<file path="src/hw/rtl/pbsf_pkg.sv">
package pbsf_pkg;

  localparam int unsigned CFG_INDEX_W = 3;
  localparam int unsigned CFG_DATA_W  = 16;

  localparam logic [CFG_INDEX_W-1:0] CFG_START_BYTE         = 3'd0;
  localparam logic [CFG_INDEX_W-1:0] CFG_ESCAPE_BYTE        = 3'd1;
  localparam logic [CFG_INDEX_W-1:0] CFG_START_ESCAPE_CODE  = 3'd2;
  localparam logic [CFG_INDEX_W-1:0] CFG_ESCAPE_ESCAPE_CODE = 3'd3;
  localparam logic [CFG_INDEX_W-1:0] CFG_CHECK_WORD         = 3'd4;

  localparam logic [7:0]  RST_START_BYTE         = 8'h02;
  localparam logic [7:0]  RST_ESCAPE_BYTE        = 8'h1B;
  localparam logic [7:0]  RST_START_ESCAPE_CODE  = 8'h82;
  localparam logic [7:0]  RST_ESCAPE_ESCAPE_CODE = 8'h9B;
  localparam logic [15:0] RST_CHECK_WORD         = 16'h1234;

  localparam int unsigned QUEUE_DEPTH = 2;

  localparam int unsigned SLOTS = 3;
  localparam logic [1:0] SLOT_DATA = 2'd0;
  localparam logic [1:0] SLOT_LO   = 2'd1;
  localparam logic [1:0] SLOT_HI   = 2'd2;

  typedef struct packed {
    logic [7:0] start_byte;
    logic [7:0] escape_byte;
  } line_cfg_t;

  typedef struct packed {
    logic                  first;
    logic                  final_mark;
    logic [SLOTS-1:0]      esc;
    logic [SLOTS-1:0][7:0] val;
  } job_t;

endpackage

</file>
<file path="src/hw/rtl/pbsf_front.sv">
module pbsf_front (
  input  logic                              clk,
  input  logic                              rst,
  input  logic                              cfg_valid,
  output logic                              cfg_ready,
  input  logic [pbsf_pkg::CFG_INDEX_W-1:0]  cfg_index,
  input  logic [pbsf_pkg::CFG_DATA_W-1:0]   cfg_data,
  input  logic [7:0]                        data_byte,
  input  logic                              frame_first,
  input  logic                              frame_final,
  output pbsf_pkg::job_t                    job,
  output pbsf_pkg::line_cfg_t               line_cfg
);

  logic [7:0]  start_byte;
  logic [7:0]  escape_byte;
  logic [7:0]  start_escape_code;
  logic [7:0]  escape_escape_code;
  logic [15:0] check_word;

  assign cfg_ready = 1'b1;

  always_ff @(posedge clk) begin
    if (rst) begin
      start_byte         <= pbsf_pkg::RST_START_BYTE;
      escape_byte        <= pbsf_pkg::RST_ESCAPE_BYTE;
      start_escape_code  <= pbsf_pkg::RST_START_ESCAPE_CODE;
      escape_escape_code <= pbsf_pkg::RST_ESCAPE_ESCAPE_CODE;
      check_word         <= pbsf_pkg::RST_CHECK_WORD;
    end else if (cfg_valid && cfg_ready) begin
      unique case (cfg_index)
        pbsf_pkg::CFG_START_BYTE:         start_byte         <= cfg_data[7:0];
        pbsf_pkg::CFG_ESCAPE_BYTE:        escape_byte        <= cfg_data[7:0];
        pbsf_pkg::CFG_START_ESCAPE_CODE:  start_escape_code  <= cfg_data[7:0];
        pbsf_pkg::CFG_ESCAPE_ESCAPE_CODE: escape_escape_code <= cfg_data[7:0];
        pbsf_pkg::CFG_CHECK_WORD:         check_word         <= cfg_data;
        default: ;
      endcase
    end
  end

  logic [pbsf_pkg::SLOTS-1:0][7:0] raw;

  assign raw[pbsf_pkg::SLOT_DATA] = data_byte;
  assign raw[pbsf_pkg::SLOT_LO]   = check_word[7:0];
  assign raw[pbsf_pkg::SLOT_HI]   = check_word[15:8];

  always_comb begin
    job.first      = frame_first;
    job.final_mark = frame_final;
    for (int i = 0; i < pbsf_pkg::SLOTS; i++) begin
      job.esc[i] = (raw[i] == start_byte) || (raw[i] == escape_byte);
      if (raw[i] == start_byte) begin
        job.val[i] = start_escape_code;
      end else if (raw[i] == escape_byte) begin
        job.val[i] = escape_escape_code;
      end else begin
        job.val[i] = raw[i];
      end
    end
  end

  assign line_cfg.start_byte  = start_byte;
  assign line_cfg.escape_byte = escape_byte;

endmodule

</file>
<file path="src/hw/rtl/pbsf_queue.sv">
module pbsf_queue #(
  parameter int unsigned DEPTH = pbsf_pkg::QUEUE_DEPTH
) (
  input  logic           clk,
  input  logic           rst,
  input  logic           push,
  input  pbsf_pkg::job_t push_job,
  output logic           full,
  input  logic           pop,
  output logic           head_valid,
  output pbsf_pkg::job_t head
);

  localparam int unsigned PW = (DEPTH > 1) ? $clog2(DEPTH) : 1;
  localparam int unsigned CW = $clog2(DEPTH + 1);

  pbsf_pkg::job_t mem [DEPTH];
  logic [PW-1:0]  wr_ptr;
  logic [PW-1:0]  rd_ptr;
  logic [CW-1:0]  count;
  logic           do_push;
  logic           do_pop;

  assign full       = (count == CW'(DEPTH));
  assign head_valid = (count != '0);
  assign head       = mem[rd_ptr];
  assign do_push    = push && !full;
  assign do_pop     = pop && head_valid;

  always_ff @(posedge clk) begin
    if (rst) begin
      wr_ptr <= '0;
      rd_ptr <= '0;
      count  <= '0;
    end else begin
      if (do_push) begin
        wr_ptr <= (wr_ptr == PW'(DEPTH - 1)) ? '0 : wr_ptr + 1'b1;
      end
      if (do_pop) begin
        rd_ptr <= (rd_ptr == PW'(DEPTH - 1)) ? '0 : rd_ptr + 1'b1;
      end
      if (do_push && !do_pop) begin
        count <= count + 1'b1;
      end else if (do_pop && !do_push) begin
        count <= count - 1'b1;
      end
    end
  end

  always_ff @(posedge clk) begin
    if (do_push) begin
      mem[wr_ptr] <= push_job;
    end
  end

endmodule

</file>
<file path="src/hw/rtl/pbsf_back.sv">
module pbsf_back (
  input  logic                clk,
  input  logic                rst,
  input  pbsf_pkg::line_cfg_t line_cfg,
  input  logic                head_valid,
  input  pbsf_pkg::job_t      head,
  output logic                pop,
  output logic                res_valid,
  input  logic                res_stall,
  output logic [7:0]          out_byte,
  output logic                run_last,
  output logic                frame_done
);

  typedef enum logic [1:0] {PH_HEAD, PH_BYTE, PH_CODE} phase_t;

  phase_t     phase;
  phase_t     phase_next;
  phase_t     ph_eff;
  logic [1:0] slot;
  logic [1:0] slot_next;
  logic       advance;
  logic       slot_done;
  logic       item_end;
  logic [7:0] emit_byte;

  assign advance = head_valid && (!res_valid || !res_stall);
  assign pop     = advance && item_end;

  always_comb begin
    ph_eff = phase;
    if (phase == PH_HEAD && !head.first) begin
      ph_eff = PH_BYTE;
    end
    emit_byte  = head.val[slot];
    slot_done  = 1'b0;
    phase_next = phase;
    slot_next  = slot;
    unique case (ph_eff)
      PH_HEAD: begin
        emit_byte  = line_cfg.start_byte;
        phase_next = PH_BYTE;
      end
      PH_BYTE: begin
        if (head.esc[slot]) begin
          emit_byte  = line_cfg.escape_byte;
          phase_next = PH_CODE;
        end else begin
          slot_done = 1'b1;
        end
      end
      PH_CODE: begin
        slot_done = 1'b1;
      end
      default: ;
    endcase
    item_end = slot_done &&
               ((slot == pbsf_pkg::SLOT_HI) ||
                (slot == pbsf_pkg::SLOT_DATA && !head.final_mark));
    if (slot_done) begin
      if (item_end) begin
        phase_next = PH_HEAD;
        slot_next  = pbsf_pkg::SLOT_DATA;
      end else begin
        phase_next = PH_BYTE;
        slot_next  = slot + 1'b1;
      end
    end
  end

  always_ff @(posedge clk) begin
    if (rst) begin
      phase      <= PH_HEAD;
      slot       <= pbsf_pkg::SLOT_DATA;
      res_valid  <= 1'b0;
      run_last   <= 1'b0;
      frame_done <= 1'b0;
    end else if (advance) begin
      phase      <= phase_next;
      slot       <= slot_next;
      res_valid  <= 1'b1;
      run_last   <= item_end;
      frame_done <= item_end && head.final_mark;
    end else if (res_valid && !res_stall) begin
      res_valid <= 1'b0;
    end
  end

  always_ff @(posedge clk) begin
    if (advance) begin
      out_byte <= emit_byte;
    end
  end

endmodule

</file>
<file path="src/hw/rtl/parcel_byte_stuffing_framer_top.sv">
// Parcel byte-stuffing framer.
// Item channel: data_byte with frame_first / frame_final, taken when item_valid is
// high and item_stall is low. Result channel: out_byte, run_last, frame_done, taken
// when res_valid is high and res_stall is low. Config: cfg_index / cfg_data written
// when cfg_valid and cfg_ready are high (cfg_ready is always high); write only idle.
// Each item becomes 1 to 7 line bytes: optional start byte, the stuffed data byte
// and, on a final item, the stuffed check word, low byte first. run_last marks the
// last byte of an item, frame_done the last byte of a frame.
// The front stage classifies an item in the cycle it is taken and writes it into a
// QUEUE_DEPTH-entry queue; the back sequencer sends one line byte per cycle, when
// not held by res_stall, into the output register. The first byte of an item goes
// through its queue entry and then the output register; an item occupies the back
// for all of its line bytes, so the line byte rate of one per cycle sets the
// throughput. item_stall rises when the queue is full. While res_valid and
// res_stall are high the output register holds its byte and the back waits; the
// front keeps taking items until the queue fills. Reset empties the queue and
// the output register and loads the default configuration.
module parcel_byte_stuffing_framer_top #(
  parameter int unsigned QUEUE_DEPTH = pbsf_pkg::QUEUE_DEPTH
) (
  input  logic                             clk,
  input  logic                             rst,
  input  logic                             cfg_valid,
  output logic                             cfg_ready,
  input  logic [pbsf_pkg::CFG_INDEX_W-1:0] cfg_index,
  input  logic [pbsf_pkg::CFG_DATA_W-1:0]  cfg_data,
  input  logic                             item_valid,
  output logic                             item_stall,
  input  logic [7:0]                       data_byte,
  input  logic                             frame_first,
  input  logic                             frame_final,
  output logic                             res_valid,
  input  logic                             res_stall,
  output logic [7:0]                       out_byte,
  output logic                             run_last,
  output logic                             frame_done
);

  pbsf_pkg::job_t      job;
  pbsf_pkg::job_t      head;
  pbsf_pkg::line_cfg_t line_cfg;
  logic                queue_full;
  logic                head_valid;
  logic                pop;

  assign item_stall = queue_full;

  pbsf_front u_front (
    .clk         (clk),
    .rst         (rst),
    .cfg_valid   (cfg_valid),
    .cfg_ready   (cfg_ready),
    .cfg_index   (cfg_index),
    .cfg_data    (cfg_data),
    .data_byte   (data_byte),
    .frame_first (frame_first),
    .frame_final (frame_final),
    .job         (job),
    .line_cfg    (line_cfg)
  );

  pbsf_queue #(
    .DEPTH (QUEUE_DEPTH)
  ) u_queue (
    .clk        (clk),
    .rst        (rst),
    .push       (item_valid),
    .push_job   (job),
    .full       (queue_full),
    .pop        (pop),
    .head_valid (head_valid),
    .head       (head)
  );

  pbsf_back u_back (
    .clk        (clk),
    .rst        (rst),
    .line_cfg   (line_cfg),
    .head_valid (head_valid),
    .head       (head),
    .pop        (pop),
    .res_valid  (res_valid),
    .res_stall  (res_stall),
    .out_byte   (out_byte),
    .run_last   (run_last),
    .frame_done (frame_done)
  );

  a_done_ends_run: assert property (@(posedge clk) disable iff (rst)
    res_valid && frame_done |-> run_last)
    else $error("frame_done without run_last");

  a_run_no_gap: assert property (@(posedge clk) disable iff (rst)
    res_valid && !run_last |=> res_valid)
    else $error("gap inside the bytes of one item");

  a_pop_on_run_end: assert property (@(posedge clk) disable iff (rst)
    pop |=> res_valid && run_last)
    else $error("queue popped without ending an item");

  a_reset_empty: assert property (@(posedge clk)
    rst |=> !res_valid)
    else $error("result valid right after reset");

endmodule
</file>
<file path="config.mk">
export PLATFORM = sky130hd
export DESIGN_NAME = parcel_byte_stuffing_framer_top
export DESIGN_NICKNAME = d
export VERILOG_FILES = /design/src/hw/rtl/pbsf_pkg.sv /design/src/hw/rtl/pbsf_front.sv /design/src/hw/rtl/pbsf_queue.sv /design/src/hw/rtl/pbsf_back.sv /design/src/hw/rtl/parcel_byte_stuffing_framer_top.sv
export SDC_FILE = /design/constraint.sdc
export NUM_CORES = 1
export LEC_CHECK = 0
export BUFFER_PORTS_ARGS = -buffer_cell sky130_fd_sc_hd__buf_2
export CORE_ASPECT_RATIO = 0.8
export CORE_MARGIN = 2
export CORE_UTILIZATION = 28
export CTS_BUF_LIST = sky130_fd_sc_hd__clkbuf_16
export CTS_CLUSTER_DIAMETER = 120
export DETAILED_ROUTE_END_ITERATION = 12
export PLACE_DENSITY = 0.48
export SYNTH_ARGS = -nofsm -noshare
export SYNTH_HDL_FRONTEND = slang
export SYNTH_HIERARCHICAL = 1
export SYNTH_SLANG_ARGS = --single-unit
</file>
<file path="constraint.sdc">
create_clock -name clk -period 2.84 [get_ports clk]
set_input_delay 0.142 -clock clk [delete_from_list [all_inputs] [get_ports clk]]
set_output_delay 0.142 -clock clk [all_outputs]
set_load 0.05 [all_outputs]
</file>
==> impl_results.md <==
* Site Rows at 49
* Root buffer cell: clkbuf_16
* P_sw at 1.68 mW
* Number of synthesized flops with an enable pin at 66
* Initial DRT Pass Iterations at 7
* Top FF cell, synth: edfxtp_1
* CTS tree: done
* RSZ-0062 raised after global routing: no
* Worst reg2reg endpoint: u_queue/count[1]
* Seq/Total Area, Yosys at 49.5%
* Drt wl/cell at 19.2 um
* Syn Inst Count at 600
* Period utilisation layout at 92.7%
* Largest net degree at the start of global routing at 41
* Initial Util at 28.6%
* DIE WIDTH at 173 um
* Critical path class: reg -> reg
* Total CTS buffers at 17
* DRT antenna net count at 0
* CTS H-tree lvls at 4
* Die Span Y at 140 um
* Syn_area_per_cell at 10.7 um2
* Final Critical Period at 2.63 ns
* Setup_tns at 0 ns
* Fmax at 380 MHz
* Share of cells above drive strength 1 at 24.3%
* Area Overhead vs Synth at 17.8%
* #FFs+latches synth at 126
* Crit-path leading delay family: multiplexers
* Initial antenna violation count at 0
* Mapped Nets at 637
* Gate power share at 21.8%
* Slowest stage delay, CP at 0.46 ns
* Post-DP Area at 6910 um2
* Design area at 7580 um2
* Worst Setup EP: u_queue/count[1]
* Design Power at 5.53 mW
* Flop pwr share at 41.0%
* VDD IR max at 0.000310 V
* Worst EP required at 3.19 ns
* Grt total ovfl at 0
* Critical path depth in cells at 9
* First-pass GRT wire length at 28.3 mm
* Status: finished, final reports clean
* 1st-iter DRT viols at 391
* Clock buffer depth at 2
* Clock network power share at 37.2%
* Switch share at 30.3%
* Via count at 4887
* Final Slew Violations at 0
* Routability Congestion at 0.910
* CORE AREA at 22500 um2
* Slew at the pin closest to its max-slew limit at 0.733 ns
* Clk sinks at 126
* I/O Buffers at 45
* Total track usage at 15.7%
* Slowest CP cell: dfxtp_1
* Crit Path Max Fanout at 6
* Crit start category: flop
* Worst hold path type: in -> reg
* Worst Path Arrival at 2.98 ns
* Ports at 47
* ANT cells at 0
* Detailed-route vias per instance at 5.04
* Clock transition at path regs at 0.06 ns
* PD cells at 730 nW/um2
* CP Capture Type: flop
* Relative slew slack at 51.1%
* Maxcap violations at 0
* DRC viols at 0
* Final core utilization at 33.7%
* NumNets Final at 687
* Clk_lat worst skew at 0.42 ns
* Reg2Reg Setup Slack at 0.21 ns
* Static leakage at 2.44 nW
* Routed WL at 18.6 mm
* Post-Syn Area at 6430 um2
* Number of global-route vias before repair at 4730
* Hold path cells at 3
* Clock Skew at 0.00905 ns
* Internal power at 3.86 mW
* Ys Warns at 6
* Worst Reg-to-Reg Cells at 9
* DP Wirelength at 13.7 mm
* Hold slack at 0.0227 ns
* Final hold vios at 0
* Die area at 24200 um2
* Final setup vio count at 0
* Netlist cell types at 52
* Post-synthesis async set-or-reset flop share at 0%
* CP bufs+invs at 0
* CP Cell Sequence: mux2_2 -> mux2i_2 -> o311a_1 -> nand2_2 -> nor2_1 -> o21ai_0 -> ha_1 -> or3_1 -> a21oi_1
logic make-up (layout without fill, tap and decap cells):
group / count (synthesis) / count (layout) / share of synthesized area [%]
and+or+nand+nor: 221 / 221 / 17.9
buffers and inverters: 41 / 104 / 3.58
adders and majority gates: 3 / 3 / 0.584
other: 1 / 1 / 0.0583
muxes: 45 / 45 / 7.57
AOI/OAI and AO/OA: 112 / 112 / 13.8
DFF: 126 / 126 / 49.5
xor gates and xnor gates: 51 / 51 / 6.94
tightest hold or removal path, stage by stage:
cell and delay [ns]:
buf_2 0.14, nand2_1 0.06, a21oi_1 0.05
synthesized netlist by cell type, drive strengths merged, types with 2 or more instances:
cell | n | area share (%)
edfxtp | 66 | 31
nand2b | 3 | 0.29
dfxtp | 60 | 19
nand2 | 91 | 5.3
clkbuf | 18 | 1.1
xnor2 | 48 | 6.5
xor2 | 3 | 0.41
mux2i | 16 | 2.5
or2 | 4 | 0.39
nand3 | 28 | 2.3
and3b | 2 | 0.27
o2111ai | 8 | 1.1
or3 | 3 | 0.29
nand4 | 15 | 2.0
buf | 16 | 2.0
and4 | 6 | 0.82
mux2 | 29 | 5.1
nor3 | 25 | 1.9
a211o | 2 | 0.27
o221a | 8 | 1.4
o31ai | 2 | 0.39
ha | 3 | 0.58
a31oi | 24 | 4.7
nor2 | 15 | 0.88
nor2b | 5 | 0.53
and3 | 3 | 0.29
a21oi | 31 | 2.4
and2 | 3 | 0.33
inv | 7 | 0.45
nand3b | 16 | 1.9
o21ai | 31 | 2.4
per-layer routing:
layer	GRT usage, %	share of wire [%]
met5	0	0
met4	5.62	1.7
met3	3.36	5.7
met2	23.2	43
met1	22.5	49
cell usage in the layout, fill, tap and decap left out, types with 4 or more instances in the layout:
| cell | instances |
|---|---|
| xnor2_1 | 48 |
| clkinv_1 | 4 |
| dlygate4sd3_1 | 11 |
| nor3_1 | 25 |
| buf_2 | 45 |
| clkbuf_16 | 17 |
| nor2b_1 | 4 |
| a31oi_2 | 24 |
| o21ai_0 | 31 |
| nand3_1 | 26 |
| nand3b_1 | 16 |
| edfxtp_1 | 66 |
| and4_1 | 6 |
| inv_1 | 7 |
| buf_4 | 9 |
| nand4_2 | 6 |
| nand4_1 | 9 |
| o2111ai_1 | 8 |
| mux2_2 | 29 |
| nand2_1 | 90 |
| a21oi_1 | 31 |
| nor2_1 | 15 |
| dfxtp_1 | 60 |
| mux2i_1 | 15 |
| o221a_2 | 6 |
final cells by class:
class / count / area, um2
multi-input cells: 433 / 3020
well taps: 306 / 383
flip-flops and latches: 126 / 3180
fillers: 2283 / 14900
inverters: 7 / 28.8
repair buffers: 65 / 403
clock inverters: 15 / 133
clock buffers: 17 / 425
registers in the layout, summed over array words and instances (netlist names), 2 cells and up, named ones only:
register	flops
u_front/start_byte	8
u_queue/count	2
u_front/escape_byte	8
u_front/escape_escape_code	8
u_queue/mem	58
u_front/start_escape_code	8
u_back/phase	2
u_back/slot	2
u_front/check_word	16
u_back/out_byte	8
power groups by stage:
stage / combinational [mW] / sequential (mW) / clock, mW
5_1_grt: 1.30 / 2.29 / 2.17
6_report: 1.21 / 2.27 / 2.06
4_1_cts: 1.21 / 2.27 / 2.11
3_3_place_gp: 1.18 / 2.30 / 0
3_5_place_dp: 1.20 / 2.31 / 0
2_1_floorplan: 0.690 / 2.47 / 0
how the worst min path moves through the flow:
stage                              to   startpoint  slack [ns]
2_1_floorplan        u_queue/count[1]          rst        0.21
3_3_place_gp       u_queue/mem[0][27]  frame_final        0.33
3_5_place_dp       u_queue/mem[0][27]  frame_final        0.34
4_1_cts         u_front/start_byte[7]  cfg_data[7]       0.005
5_1_grt        u_front/escape_byte[7]  cfg_data[7]        0.03
6_report        u_front/start_byte[7]  cfg_data[7]        0.02
what timing repair did:
item / CTS / global route
hold buffers: 11 / 0
resized for setup: 0 / 1
hold endpoints to repair: 13 / 0
endpoints found under the setup margin: 0 / 1
setup buffers: 0 / 0
metrics by stage:
| step | instances | setup slack [ns] |
|---|---|---|
| 4_1_cts | 969 | 0.164 |
| 6_report | 969 | 0.208 |
| 3_3_place_gp | 926 | 0.228 |
| 3_5_place_dp | 926 | 0.167 |
| 5_1_grt | 969 | 0.0450 |
| 2_1_floorplan | 600 | 0.347 |
Power figures use the tool's default switching activity.
